[src/design/bfcs_pkg.sv]
package bfcs_pkg;

    localparam int PITCH_BITS_DEF  = 13;
    localparam int QUEUE_DEPTH_DEF = 2;

    // configuration port
    localparam int CFG_DATA_W  = 13;
    localparam int CFG_INDEX_W = 2;
    localparam logic [CFG_INDEX_W-1:0] CFG_PITCH   = 2'd0;
    localparam logic [CFG_INDEX_W-1:0] CFG_ORIGIN  = 2'd1;
    localparam logic [CFG_INDEX_W-1:0] CFG_SOFTLIN = 2'd2;
    localparam logic [CFG_INDEX_W-1:0] CFG_RASTER  = 2'd3;

    localparam int ORIGIN_W = 11;
    localparam logic [CFG_DATA_W-1:0] PITCH_RESET  = 13'd1024;
    localparam logic [ORIGIN_W-1:0]   ORIGIN_RESET = 11'd0;
    localparam logic                  SOFTLIN_RESET = 1'b0;
    localparam logic                  RASTER_RESET  = 1'b1;

    // stream layout
    localparam int S_TDATA_W = 128;
    localparam int S_TUSER_W = 3;
    localparam int M_TDATA_W = 32;
    localparam int M_TUSER_W = 6;

    // command codes
    localparam logic [2:0] CMD_BLIT   = 3'd0;
    localparam logic [2:0] CMD_TRANSP = 3'd1;
    localparam logic [2:0] CMD_FILL   = 3'd2;
    localparam logic [2:0] CMD_SPAN   = 3'd3;
    localparam logic [2:0] CMD_INVERT = 3'd4;

    // engine register selects
    localparam logic [3:0] SEL_CTRL    = 4'd0;
    localparam logic [3:0] SEL_SIGN    = 4'd1;
    localparam logic [3:0] SEL_START   = 4'd2;
    localparam logic [3:0] SEL_END     = 4'd3;
    localparam logic [3:0] SEL_STEP    = 4'd4;
    localparam logic [3:0] SEL_YDSTLEN = 4'd5;
    localparam logic [3:0] SEL_YDST    = 4'd6;
    localparam logic [3:0] SEL_LEN     = 4'd7;
    localparam logic [3:0] SEL_XB      = 4'd8;
    localparam logic [3:0] SEL_FG      = 4'd9;
    localparam logic [3:0] SEL_BG      = 4'd10;

    // control words
    localparam logic [31:0] GO_BLIT    = 32'h040c4018;
    localparam logic [31:0] GO_TRANSP  = 32'h440c4018;
    localparam logic [31:0] GO_RASTER  = 32'h400c7814;
    localparam logic [31:0] GO_BLOCK   = 32'h400c7844;
    localparam logic [31:0] GO_INVERT  = 32'h40057814;
    localparam logic [31:0] BG_TRANSP  = 32'hffffffff;

    // one classified command, ready for the write sequencer
    typedef struct packed {
        logic        is_blit;
        logic        transp;
        logic        lin_rows;
        logic        batch_end;
        logic [2:0]  sign;
        logic [31:0] start_addr;
        logic [31:0] end_addr;
        logic [31:0] step;
        logic [31:0] ydstlen;
        logic [31:0] ydst;
        logic [31:0] len;
        logic [31:0] xbounds;
        logic [31:0] fgcol;
        logic [31:0] go_val;
    } job_t;

endpackage

[src/design/blit_fill_command_setup_top.sv]
// Drawing command front end: each request on the s_ side (one blit, transparent
// blit, rectangle fill, span fill or invert) becomes an ordered run of engine
// register writes on the m_ side, one write per cycle unless m_tready stalls it,
// with m_tlast and the go flag on the closing control write. A blit runs 8
// writes (9 with software linearisation), a transparent blit 10 or 11, a fill,
// span or invert 4 or 5; codes 5 to 7 produce nothing. The write sequencer
// loads the next queued command on the closing write, so back-to-back commands
// follow without a gap; once it has run dry, a load step comes before the first
// write. The first write is presented behind the front register (address
// multiplies), the two-entry command queue, the sequencer load and the output
// register. Configuration must be written only while idle; the block itself
// does not enforce this.
module blit_fill_command_setup_top #(
    parameter int PITCH_BITS  = bfcs_pkg::PITCH_BITS_DEF,
    parameter int QUEUE_DEPTH = bfcs_pkg::QUEUE_DEPTH_DEF
) (
    input  logic                             aclk,
    input  logic                             aresetn,
    input  logic                             s_tvalid,
    output logic                             s_tready,
    // x_first, y_first, x_second, y_second, width, height, colour
    input  logic [bfcs_pkg::S_TDATA_W-1:0]   s_tdata,
    // command
    input  logic [bfcs_pkg::S_TUSER_W-1:0]   s_tuser,
    input  logic                             s_tlast,
    output logic                             m_tvalid,
    input  logic                             m_tready,
    // reg_value
    output logic [bfcs_pkg::M_TDATA_W-1:0]   m_tdata,
    // reg_select, go, batch_done
    output logic [bfcs_pkg::M_TUSER_W-1:0]   m_tuser,
    output logic                             m_tlast,
    input  logic                             cfg_we,
    input  logic [bfcs_pkg::CFG_INDEX_W-1:0] cfg_index,
    input  logic [bfcs_pkg::CFG_DATA_W-1:0]  cfg_wdata
);
    import bfcs_pkg::*;

    localparam int EXT_W = CFG_DATA_W + PITCH_BITS;
    localparam logic [EXT_W-1:0] PITCH_RESET_EXT = EXT_W'(PITCH_RESET);

    logic [PITCH_BITS-1:0] pitch_reg, pitch_next;
    logic [ORIGIN_W-1:0]   origin_reg, origin_next;
    logic                  soft_reg, soft_next;
    logic                  raster_reg, raster_next;
    logic [EXT_W-1:0]      wdata_ext;

    logic q_in_valid, q_in_ready, q_out_valid, q_pop;
    job_t q_in_data, q_out_data;

    // pitch register follows the pitch width, wider or narrower than the port
    assign wdata_ext = EXT_W'(cfg_wdata);

    always_comb begin
        pitch_next  = pitch_reg;
        origin_next = origin_reg;
        soft_next   = soft_reg;
        raster_next = raster_reg;
        if (cfg_we) begin
            unique case (cfg_index)
                CFG_PITCH:   pitch_next  = wdata_ext[PITCH_BITS-1:0];
                CFG_ORIGIN:  origin_next = cfg_wdata[ORIGIN_W-1:0];
                CFG_SOFTLIN: soft_next   = cfg_wdata[0];
                CFG_RASTER:  raster_next = cfg_wdata[0];
                default:     pitch_next  = pitch_reg;
            endcase
        end
    end

    always_ff @(posedge aclk) begin
        if (!aresetn) begin
            pitch_reg  <= PITCH_RESET_EXT[PITCH_BITS-1:0];
            origin_reg <= ORIGIN_RESET;
            soft_reg   <= SOFTLIN_RESET;
            raster_reg <= RASTER_RESET;
        end else begin
            pitch_reg  <= pitch_next;
            origin_reg <= origin_next;
            soft_reg   <= soft_next;
            raster_reg <= raster_next;
        end
    end

    bfcs_front #(
        .PITCH_BITS(PITCH_BITS)
    ) u_front (
        .aclk        (aclk),
        .aresetn     (aresetn),
        .s_tvalid    (s_tvalid),
        .s_tready    (s_tready),
        .s_tdata     (s_tdata),
        .s_tuser     (s_tuser),
        .s_tlast     (s_tlast),
        .pitch       (pitch_reg),
        .origin      (origin_reg),
        .soft_linear (soft_reg),
        .force_raster(raster_reg),
        .q_valid     (q_in_valid),
        .q_ready     (q_in_ready),
        .q_data      (q_in_data)
    );

    bfcs_queue #(
        .WIDTH($bits(job_t)),
        .DEPTH(QUEUE_DEPTH)
    ) u_queue (
        .aclk     (aclk),
        .aresetn  (aresetn),
        .in_valid (q_in_valid),
        .in_ready (q_in_ready),
        .in_data  (q_in_data),
        .out_valid(q_out_valid),
        .out_pop  (q_pop),
        .out_data (q_out_data)
    );

    bfcs_back u_back (
        .aclk    (aclk),
        .aresetn (aresetn),
        .q_valid (q_out_valid),
        .q_pop   (q_pop),
        .q_data  (q_out_data),
        .m_tvalid(m_tvalid),
        .m_tready(m_tready),
        .m_tdata (m_tdata),
        .m_tuser (m_tuser),
        .m_tlast (m_tlast)
    );

endmodule

[src/design/bfcs_front.sv]
module bfcs_front #(
    parameter int PITCH_BITS = bfcs_pkg::PITCH_BITS_DEF
) (
    input  logic                           aclk,
    input  logic                           aresetn,
    input  logic                           s_tvalid,
    output logic                           s_tready,
    // x_first, y_first, x_second, y_second, width, height, colour
    input  logic [bfcs_pkg::S_TDATA_W-1:0] s_tdata,
    // command
    input  logic [bfcs_pkg::S_TUSER_W-1:0] s_tuser,
    input  logic                           s_tlast,
    input  logic [PITCH_BITS-1:0]          pitch,
    input  logic [bfcs_pkg::ORIGIN_W-1:0]  origin,
    input  logic                           soft_linear,
    input  logic                           force_raster,
    output logic                           q_valid,
    input  logic                           q_ready,
    output bfcs_pkg::job_t                 q_data
);
    import bfcs_pkg::*;

    localparam int PW = PITCH_BITS + 17;

    typedef struct packed {
        logic [2:0]  cmd;
        logic [15:0] x1;
        logic [15:0] y1;
        logic [15:0] x2;
        logic [15:0] y2;
        logic [15:0] w;
        logic [15:0] h;
        logic [31:0] col;
        logic        be;
        logic        down;
        logic        right;
        logic [16:0] row;
        logic [31:0] prod_top;
        logic [31:0] prod_bot;
        logic [31:0] prod_row;
    } stage_t;

    logic   valid_reg, valid_next;
    stage_t st_reg, st_next;
    logic   accept, drain;
    logic   in_blit, cmd_ok;
    logic [16:0] y1h, y2h;

    logic [31:0] ts, te, bs, bend, a_start, a_end;
    logic [31:0] len, ydstlen;
    logic        is_blit;
    job_t        job;

    // ---------------- capture and multiply ----------------
    always_comb begin
        st_next.cmd   = s_tuser;
        st_next.x1    = s_tdata[15:0];
        st_next.y1    = s_tdata[31:16];
        st_next.x2    = s_tdata[47:32];
        st_next.y2    = s_tdata[63:48];
        st_next.w     = s_tdata[79:64];
        st_next.h     = s_tdata[95:80];
        st_next.col   = s_tdata[127:96];
        st_next.be    = s_tlast;
        st_next.down  = st_next.y2 > st_next.y1;
        st_next.right = st_next.x2 > st_next.x1;
        in_blit       = (s_tuser == CMD_BLIT) || (s_tuser == CMD_TRANSP);
        y1h           = {1'b0, st_next.y1} + {1'b0, st_next.h};
        y2h           = {1'b0, st_next.y2} + {1'b0, st_next.h};
        if (in_blit) begin
            st_next.row = st_next.down ? y2h : {1'b0, st_next.y2};
        end else begin
            st_next.row = {1'b0, st_next.y1};
        end
        st_next.prod_top = 32'(PW'(pitch) * PW'(st_next.y1));
        st_next.prod_bot = 32'(PW'(pitch) * PW'(y1h));
        st_next.prod_row = 32'(PW'(pitch) * PW'(st_next.row));
    end

    // unknown commands leave the stage without a push
    assign cmd_ok   = st_reg.cmd <= CMD_INVERT;
    assign drain    = valid_reg && (q_ready || !cmd_ok);
    assign s_tready = !valid_reg || drain;
    assign accept   = s_tvalid && s_tready;

    always_comb begin
        valid_next = valid_reg;
        if (accept) begin
            valid_next = 1'b1;
        end else if (drain) begin
            valid_next = 1'b0;
        end
    end

    always_ff @(posedge aclk) begin
        if (!aresetn) begin
            valid_reg <= 1'b0;
        end else begin
            valid_reg <= valid_next;
        end
    end

    always_ff @(posedge aclk) begin
        if (accept) begin
            st_reg <= st_next;
        end
    end

    // ---------------- address and value build ----------------
    always_comb begin
        is_blit = (st_reg.cmd == CMD_BLIT) || (st_reg.cmd == CMD_TRANSP);
        ts      = 32'(st_reg.x1) + st_reg.prod_top + 32'(origin);
        te      = ts + 32'(st_reg.w);
        bs      = 32'(st_reg.x1) + st_reg.prod_bot + 32'(origin);
        bend    = bs + 32'(st_reg.w);
        a_start = st_reg.down ? bs : ts;
        a_end   = st_reg.down ? bend : te;
        if (st_reg.right) begin
            job.start_addr = a_end;
            job.end_addr   = a_start;
        end else begin
            job.start_addr = a_start;
            job.end_addr   = a_end;
        end
        job.step = st_reg.down ? (32'd0 - 32'(pitch)) : 32'(pitch);
        job.sign = {st_reg.down, 1'b0, st_reg.right};

        len        = 32'd1;
        job.fgcol  = st_reg.col;
        job.go_val = GO_BLIT;
        job.xbounds = {st_reg.x2 + 16'd1, st_reg.x1};
        unique case (st_reg.cmd)
            CMD_BLIT: begin
                len         = 32'(st_reg.h) + 32'd1;
                job.xbounds = {st_reg.x2 + st_reg.w, st_reg.x2};
                job.go_val  = GO_BLIT;
            end
            CMD_TRANSP: begin
                len         = 32'(st_reg.h) + 32'd1;
                job.xbounds = {st_reg.x2 + st_reg.w, st_reg.x2};
                job.go_val  = GO_TRANSP;
            end
            CMD_FILL: begin
                // bottom above top wraps as it stands
                len        = 32'(st_reg.y2) - 32'(st_reg.y1) + 32'd1;
                job.go_val = force_raster ? GO_RASTER : GO_BLOCK;
            end
            CMD_SPAN: begin
                len        = 32'd1;
                job.go_val = force_raster ? GO_RASTER : GO_BLOCK;
            end
            CMD_INVERT: begin
                len        = 32'(st_reg.y2) - 32'(st_reg.y1) + 32'd1;
                job.fgcol  = 32'd0;
                job.go_val = GO_INVERT;
            end
            default: begin
                len        = 32'd1;
                job.go_val = GO_BLIT;
            end
        endcase
        ydstlen       = {st_reg.row[15:0], 16'd0} | len;
        job.len       = len;
        job.ydstlen   = ydstlen;
        job.ydst      = st_reg.prod_row >> 5;
        job.is_blit   = is_blit;
        job.transp    = st_reg.cmd == CMD_TRANSP;
        job.lin_rows  = soft_linear;
        job.batch_end = st_reg.be;
    end

    assign q_valid = valid_reg && cmd_ok;
    assign q_data  = job;

endmodule

[src/design/bfcs_queue.sv]
module bfcs_queue #(
    parameter int WIDTH = 8,
    parameter int DEPTH = bfcs_pkg::QUEUE_DEPTH_DEF
) (
    input  logic             aclk,
    input  logic             aresetn,
    input  logic             in_valid,
    output logic             in_ready,
    input  logic [WIDTH-1:0] in_data,
    output logic             out_valid,
    input  logic             out_pop,
    output logic [WIDTH-1:0] out_data
);
    localparam int PTR_W = (DEPTH > 1) ? $clog2(DEPTH) : 1;
    localparam int CNT_W = $clog2(DEPTH + 1);
    localparam logic [PTR_W-1:0] LAST_PTR = PTR_W'(DEPTH - 1);
    localparam logic [CNT_W-1:0] FULL_CNT = CNT_W'(DEPTH);

    logic [WIDTH-1:0] mem_reg [DEPTH];
    logic [PTR_W-1:0] wr_ptr_reg, wr_ptr_next;
    logic [PTR_W-1:0] rd_ptr_reg, rd_ptr_next;
    logic [CNT_W-1:0] count_reg, count_next;
    logic             push, pop;

    assign in_ready  = count_reg != FULL_CNT;
    assign out_valid = count_reg != '0;
    assign out_data  = mem_reg[rd_ptr_reg];
    assign push      = in_valid && in_ready;
    assign pop       = out_pop && out_valid;

    always_comb begin
        wr_ptr_next = wr_ptr_reg;
        rd_ptr_next = rd_ptr_reg;
        count_next  = count_reg;
        if (push) begin
            wr_ptr_next = (wr_ptr_reg == LAST_PTR) ? '0 : wr_ptr_reg + 1'b1;
        end
        if (pop) begin
            rd_ptr_next = (rd_ptr_reg == LAST_PTR) ? '0 : rd_ptr_reg + 1'b1;
        end
        if (push && !pop) begin
            count_next = count_reg + 1'b1;
        end else if (pop && !push) begin
            count_next = count_reg - 1'b1;
        end
    end

    always_ff @(posedge aclk) begin
        if (!aresetn) begin
            wr_ptr_reg <= '0;
            rd_ptr_reg <= '0;
            count_reg  <= '0;
        end else begin
            wr_ptr_reg <= wr_ptr_next;
            rd_ptr_reg <= rd_ptr_next;
            count_reg  <= count_next;
        end
    end

    always_ff @(posedge aclk) begin
        if (push) begin
            mem_reg[wr_ptr_reg] <= in_data;
        end
    end

endmodule

[src/design/bfcs_back.sv]
module bfcs_back (
    input  logic                           aclk,
    input  logic                           aresetn,
    input  logic                           q_valid,
    output logic                           q_pop,
    input  bfcs_pkg::job_t                 q_data,
    output logic                           m_tvalid,
    input  logic                           m_tready,
    // reg_value
    output logic [bfcs_pkg::M_TDATA_W-1:0] m_tdata,
    // reg_select, go, batch_done
    output logic [bfcs_pkg::M_TUSER_W-1:0] m_tuser,
    output logic                           m_tlast
);
    import bfcs_pkg::*;

    typedef enum logic [12:0] {
        ST_IDLE    = 13'b0000000000001,
        ST_CTRL0   = 13'b0000000000010,
        ST_SIGN    = 13'b0000000000100,
        ST_START   = 13'b0000000001000,
        ST_END     = 13'b0000000010000,
        ST_STEP    = 13'b0000000100000,
        ST_YDSTLEN = 13'b0000001000000,
        ST_YDST    = 13'b0000010000000,
        ST_LEN     = 13'b0000100000000,
        ST_XB      = 13'b0001000000000,
        ST_FG      = 13'b0010000000000,
        ST_BG      = 13'b0100000000000,
        ST_GO      = 13'b1000000000000
    } state_t;

    state_t state_reg, state_next;
    job_t   job_reg, job_next;
    logic   valid_reg, valid_next;
    logic [M_TDATA_W-1:0] data_reg, data_next;
    logic [M_TUSER_W-1:0] user_reg, user_next;
    logic   last_reg, last_next;
    logic   adv, load;
    logic [3:0]  sel;
    logic [31:0] val;
    state_t rows_first, after_rows, first_of_new;

    assign adv = !valid_reg || m_tready;
    assign load = adv && q_valid && ((state_reg == ST_IDLE) || (state_reg == ST_GO));
    assign q_pop = load;

    assign rows_first   = job_reg.lin_rows ? ST_YDST : ST_YDSTLEN;
    assign after_rows   = job_reg.is_blit ? ST_XB : ST_FG;
    assign first_of_new = q_data.is_blit ? ST_CTRL0 : ST_XB;

    always_comb begin
        sel = SEL_CTRL;
        val = 32'd0;
        unique case (state_reg)
            ST_CTRL0:   begin sel = SEL_CTRL;    val = 32'd0;                 end
            ST_SIGN:    begin sel = SEL_SIGN;    val = 32'(job_reg.sign);     end
            ST_START:   begin sel = SEL_START;   val = job_reg.start_addr;    end
            ST_END:     begin sel = SEL_END;     val = job_reg.end_addr;      end
            ST_STEP:    begin sel = SEL_STEP;    val = job_reg.step;          end
            ST_YDSTLEN: begin sel = SEL_YDSTLEN; val = job_reg.ydstlen;       end
            ST_YDST:    begin sel = SEL_YDST;    val = job_reg.ydst;          end
            ST_LEN:     begin sel = SEL_LEN;     val = job_reg.len;           end
            ST_XB:      begin sel = SEL_XB;      val = job_reg.xbounds;       end
            ST_FG:      begin sel = SEL_FG;      val = job_reg.fgcol;         end
            ST_BG:      begin sel = SEL_BG;      val = BG_TRANSP;             end
            ST_GO:      begin sel = SEL_CTRL;    val = job_reg.go_val;        end
            default:    begin sel = SEL_CTRL;    val = 32'd0;                 end
        endcase
    end

    always_comb begin
        state_next = state_reg;
        job_next   = job_reg;
        valid_next = valid_reg;
        data_next  = data_reg;
        user_next  = user_reg;
        last_next  = last_reg;
        if (adv) begin
            valid_next = state_reg != ST_IDLE;
            data_next  = val;
            user_next  = {(state_reg == ST_GO) && job_reg.batch_end,
                          state_reg == ST_GO, sel};
            last_next  = state_reg == ST_GO;
            unique case (state_reg)
                ST_IDLE:    state_next = load ? first_of_new : ST_IDLE;
                ST_CTRL0:   state_next = ST_SIGN;
                ST_SIGN:    state_next = ST_START;
                ST_START:   state_next = ST_END;
                ST_END:     state_next = ST_STEP;
                ST_STEP:    state_next = rows_first;
                ST_YDSTLEN: state_next = after_rows;
                ST_YDST:    state_next = ST_LEN;
                ST_LEN:     state_next = after_rows;
                ST_XB: begin
                    if (!job_reg.is_blit) begin
                        state_next = rows_first;
                    end else if (job_reg.transp) begin
                        state_next = ST_FG;
                    end else begin
                        state_next = ST_GO;
                    end
                end
                ST_FG:      state_next = job_reg.is_blit ? ST_BG : ST_GO;
                ST_BG:      state_next = ST_GO;
                ST_GO:      state_next = load ? first_of_new : ST_IDLE;
                default:    state_next = ST_IDLE;
            endcase
            if (load) begin
                job_next = q_data;
            end
        end
    end

    always_ff @(posedge aclk) begin
        if (!aresetn) begin
            state_reg <= ST_IDLE;
            valid_reg <= 1'b0;
        end else begin
            state_reg <= state_next;
            valid_reg <= valid_next;
        end
    end

    always_ff @(posedge aclk) begin
        job_reg  <= job_next;
        data_reg <= data_next;
        user_reg <= user_next;
        last_reg <= last_next;
    end

    assign m_tvalid = valid_reg;
    assign m_tdata  = data_reg;
    assign m_tuser  = user_reg;
    assign m_tlast  = last_reg;

endmodule

[config.mk]
export PLATFORM = sky130hd
export DESIGN_NAME = blit_fill_command_setup_top
export DESIGN_NICKNAME = d
export VERILOG_FILES = /design/src/design/bfcs_pkg.sv /design/src/design/blit_fill_command_setup_top.sv /design/src/design/bfcs_front.sv /design/src/design/bfcs_queue.sv /design/src/design/bfcs_back.sv
export SDC_FILE = /design/constraint.sdc
export NUM_CORES = 2
export LEC_CHECK = 0
export BUFFER_PORTS_ARGS = -buffer_cell sky130_fd_sc_hd__buf_2
export CELL_PAD_IN_SITES_DETAIL_PLACEMENT = 2
export CELL_PAD_IN_SITES_GLOBAL_PLACEMENT = 2
export CORE_AREA = 8 8 382 421
export DETAILED_ROUTE_END_ITERATION = 7
export DIE_AREA = 0 0 390 429
export MAX_ROUTING_LAYER = met4
export PLACE_DENSITY_LB_ADDON = 0.1
export SLEW_MARGIN = 40
export SYNTH_ARGS = -nofsm -noshare
export SYNTH_HDL_FRONTEND = slang
export SYNTH_SLANG_ARGS = --single-unit
[constraint.sdc]
create_clock -name aclk -period 16.6 [get_ports aclk]
set_clock_uncertainty 0.05 [all_clocks]
set_input_delay 1.66 -clock aclk [delete_from_list [all_inputs] [get_ports aclk]]
set_output_delay 1.66 -clock aclk [all_outputs]
set_load 0.005 [all_outputs]
[Word level (Yosys, flattened, before mapping)]
Memories as Yosys holds them, arrays and structs flattened. A register that Yosys moved wholly into a read port is not among the register bits.
Index checks and enable logic that the tools add are counted.
Widths: inputs -> output; s select.
Word-level totals
  memories kept: 1
  input port bits: 152
  register bits: 618
  bits in writable memories: 574
Memory list
  u_queue.mem_reg: depth 2, bits a word 287, read ports 1, clocked after Yosys merged registers in 1, write ports 1, RTL line bfcs_queue.sv:19  | logic [WIDTH-1:0] mem_reg [DEPTH];
Cells by class
  multipliers: 3
  multiplexer cells: 31
  $add $sub $neg: 18
  magnitude comparators: 3
  bitwise gates (word level): 1
  eq/ne operators: 23
  reduce and logical (&&, ||, !) cells: 37
Operator list (count)
  $pmux 32 s11: 1
  $mux 32: 5
  $pmux 13 s11: 1
  $pmux 32 s3: 1
  $add 32x11->32: 2
  $add 32x16->32: 2
  $mux 64: 1
  $pmux 32 s2: 1
  $mul 13x17->30: 2
  $mux 13: 4
  $pmux 4 s10: 1
  $add 16x16->17: 2
  $mux 17: 2
  $add 32x1->32 const B: 1
  $gt 16x16->1: 2
  $or 32x32->32: 1
  $add 16x30->31: 1
  $add 16x29->30: 1
  $mul 13x16->29: 1
  $add 16x1->17 const B: 1
  $sub 16x16->17: 1
  $add 16x1->16 const B: 1
  $add 16x16->16: 1
  $sub 1x13->14 const A: 1
  38 further kinds: 79

[Depth between registers and ports, before layout]
  depth in word-level cells: 8
  depth in mapped cells: 38

[Modules after synthesis]
Synthesis repeated with hierarchy kept, for this count alone.
Second synthesis, totals
  cell total of the unflattened synthesis: 6023
  area, all modules: 75097.0 sq um
Modules (own cells, without submodules)
  bfcs_front: area an instance 38114.1 sq um, times used 1, cells an instance 4172
  bfcs_queue: area an instance 22566.6 sq um, times used 1, cells an instance 942
  bfcs_back: area an instance 13397.8 sq um, times used 1, cells an instance 807
  blit_fill_command_setup_top: area an instance 1018.5 sq um, times used 1, cells an instance 102

[Worst setup path after synthesis]
Ideal clock, no wire load.
  path type: input -> register
  start: in m_tready
  end: reg u_queue.count_reg[1]
  cell stages on the path: 8
  arrival: 13923 ps
  slack: 2551 ps
  cell sequence: nor2b_1 > or3_1 > nor2_1 > inv_1 > ha_1 > xor2_1 > or3_1 > a21boi_0
On the way
  word-level cells in the longest chain between the ends: 7
  elaborated cells between the ends (all ways): 9
  those cells by class: 1 x mux; 8 x reduce/logical
RTL lines
  start, declared: RTL line blit_fill_command_setup_top.sv:27  | input logic m_tready,
  $logic_or 1x1->1 *: RTL line bfcs_back.sv:44  | assign adv = !valid_reg || m_tready;
  $logic_and 1x1->1 * (2 in series): RTL line bfcs_back.sv:45  | assign load = adv && q_valid && ((state_reg == ST_IDLE) || (state_reg == ST_GO));
  $logic_and 1x1->1 *: RTL line bfcs_queue.sv:29  | assign pop = out_pop && out_valid;
  $logic_not 1->1: RTL line bfcs_queue.sv:41  | if (push && !pop) begin
  $logic_and 1x1->1: RTL line bfcs_queue.sv:41
  $mux 2 / $reduce_bool 2->1 (equally long branches)
  end signal, assigned: RTL line bfcs_queue.sv:56  | count_reg <= count_next;
  end, declared: RTL line bfcs_queue.sv:22  | logic [CNT_W-1:0] count_reg, count_next;
Every way passes the cells marked *; elsewhere a longest branch is shown, timed or not.
A chain may end at the register's enable or synchronous reset.

==> impl_metrics.yaml <==
sta:
  hold_violations: 0
  final_max_slew_viol_count: 0
  period_share_pct: 63.3
  rsz0062_at_grt: "no"
  setup_viol: 0
  final.setup.tns_ns: 0
  worst_slew_pin_slew_ns: 0.967
  max_freq_mhz: 95.2
  slew_headroom_pct: 35.5
  layout_min_cycle_time_ns: 10.51
pwr:
  clkPwrFrac_pct: 26.0
  power_mw: 9.42
  seqPwrFrac_pct: 40.5
  peakVddDrop_v: 0.000156
  p_int_mw: 5.88
  p_sw_mw: 3.55
  share_comb_of_total_power_pct: 33.6
  power.leakage_nw: 30.0
  p_sw_share_pct: 37.6
  p_per_area_nw_per_um2: 127
grt:
  grt_pass1_wl_um: 371000
  grt_antenna_before_repair: 21
  grt_pass1_vias: 53144
  grt_usage_pct: 30.7
  grt_overflow: 0
  grt_max_degree: 139
logic_synthesis:
  ys_ff_latch: 1002
  synth_commonest_cells: "edfxtp_1 (956), inv_1 (722), nand2_1 (670)"
  syn_area_per_cell_um2: 11.5
  yosysMostFrequentCell: "edfxtp_1"
  synth-edff-count: 956
  ys_seq_area_share_pct: 44.2
  syn-instance-count: 5857
  synth_area_leaders: "edfxtp_1 (43%), fa_1 (15%), ha_1 (7.3%)"
  synthArstFlopShare_pct: 0
  yosysWarnings: 0
  syn_area_um2: 67100
  synth_top_area_cell: "edfxtp_1"
  ys_types: 99
  synth_top_area_share_pct: 42.8
  synthFlopType: "edfxtp_1"
final_layout:
  syn_to_final_growth_pct: 10.7
  final_nets: 7034
  final.fill_count: 15431
  final_core_util_pct: 48.4
  drive_above_1_share_pct: 13.2
  seq_area_um2: 29600
  largest_reg_flops: 456
  multi_input_area_um2: 34000
setup_path:
  rr_endpoint: "u_front.q_data[151]"
  rr_startpoint: "pitch_reg[1]"
  crit_top_cell: "inv_1"
  cpPeakStageDelay_ns: 0.60
  crit_slowest_cell: "nand2_1"
  startpoint_type: "input pin"
  ff2ff_path_depth: 26
  path_buf_inv: 9
  cp.depth: 36
  critPathMaxFanout: 21
  critPathCaptureType: "register"
  crit_type: "in -> reg"
  cpLargestDelayFamily: "adder cells"
  arrival_ns: 11.01
  crit_required_ns: 17.10
  rrSetupSlack_ns: 8.13
clocking:
  cts_sinks: 1002
  cts_max_level: 3
  cts-buffers-inserted: 107
  clk_latency_ns: 0.76
  cts_resized: 0
  clk_pin_slew_ns: 0.06
  cts-root-buf: "clkbuf_16"
  cts_hold_buffers: 0
  clock_path_buffers: 3
  postCtsSetupRepairBufs: 0
  cts_tree: "built"
worst_hold_path:
  hp-class: "reg -> reg"
  min_from: "u_front.q_data[146]"
  whs_endpoint: "u_queue.mem_reg[0][146]"
  min_path_cells: 0
detailed_routing:
  met1_length_um: 100000
  drc: 7
  met3_length_um: 13100
  wirelength_um: 255000
  ant_nets: 0
  dr.first_iter.drc_count: 3800
  wl_per_cell_um: 31.2
  first_pass_iters: 8
  vias: 47723
  top_layer: "met4"
  wl_met2_um: 128000
  vias_per_cell: 5.84
floorplan:
  initial_utilization_pct: 43.7
  die_y_um: 429
  row_count: 151
  coreArea_um2: 153000
  dieArea_um2: 167000
  die_w_um: 390
  ios: 193
placed_design:
  numPortBuffers: 192
  gp_congestion: 0.918
  dp_hpwl_um: 188000
flow_run:
  cap_viol_max_count: 0
run_status:
  status: "complete, but fails checks"
  violations: "DRC"
[how the worst max path moves through the flow]
stage / from / endpoint / slack, ns
floorplan: m_tready / u_queue.count_reg[1] / 2.55
global placement: s_tdata[30] / u_front.q_data[151] / 6.10
detailed placement: s_tdata[30] / u_front.q_data[152] / 5.56
CTS: s_tdata[30] / u_front.q_data[152] / 6.13
global route: s_tdata[30] / u_front.q_data[152] / 5.64
finish: s_tdata[30] / u_front.q_data[152] / 6.09
[worst reg2reg max path: cells and delay by family, from the launching register on]
family | cells | cell delay [ns]
AOI/OAI and AO/OA | 13 | 3.68
xor gates and xnor gates | 1 | 0.10
adders and majority gates | 6 | 2.06
buffers and inverters | 4 | 1.15
DFF | 1 | 0.83
and+or+nand+nor | 2 | 0.38
[power groups by stage]
stage	Clock, mW	Sequential (mW)	Combinational, mW
2_1_floorplan	0	3.72	2.02
3_3_place_gp	0	3.79	2.89
3_5_place_dp	0	3.84	3.08
4_1_cts	2.49	3.80	3.16
5_1_grt	2.56	3.82	3.40
6_report	2.45	3.81	3.16
[layout by cell type (no fill, tap or decap), types with 52 or more instances in the layout]
cell type,synthesis,final
ha_1,389,388
buf_2,6,191
mux2_2,242,242
nand4_1,52,52
edfxtp_1,956,956
a21oi_1,213,211
xnor2_1,197,191
nand3_1,86,86
and2_1,299,298
buf_4,2,79
nand2_1,670,670
o21ai_0,133,130
fa_1,493,493
nor2_1,181,177
xor2_1,83,81
nor3_1,63,63
a21o_1,62,62
clkbuf_16,0,107
inv_1,722,721
[cells by family (layout without fill, tap and decap cells)]
kind of cell / Yosys count / count (layout) / share of synthesized area (%)
AO/OA/AOI/OAI: 813 / 813 / 8.20
XOR/XNOR: 280 / 280 / 3.66
adder cells (fa/ha/maj): 882 / 882 / 22.0
buffers and inverters: 983 / 1210 / 5.52
flip-flops: 1002 / 1002 / 44.2
multiplexers: 262 / 262 / 4.36
other: 1 / 20 / 0.00559
AND/OR/NAND/NOR: 1634 / 1634 / 12.1
[layer usage]
metal	vias up	GRT usage, %
met5	-	-
met4	0	13.5
met3	511	3.37
met2	1690	52.6
met1	25070	36.5
li1	20452	-
[final cells by class]
class	instances	share of cell area (%)
Clock buffer	125	3.73
Multi-Input combinational cell	3875	45.8
Tap cell	2065	3.48
Sequential cell	1002	39.9
Clock inverter	71	0.956
Antenna cell	16	0.0539
Inverter	726	3.67
Timing Repair Buffer	288	2.42
[per-stage QoR]
step | hold slack, ns | std cells | instance area [µm²] | setup slack [ns]
5_1_grt | 0.407 | 8163 | 74200 | 5.64
3_5_place_dp | 0.396 | 7954 | 70600 | 5.56
3_3_place_gp | 0.375 | 7953 | 70500 | 6.10
2_1_floorplan | 0.371 | 5860 | 67100 | 2.55
4_1_cts | 0.385 | 8150 | 74100 | 6.13
6_report | 0.393 | 8168 | 74200 | 6.09
Power figures use the tool's default switching activity.
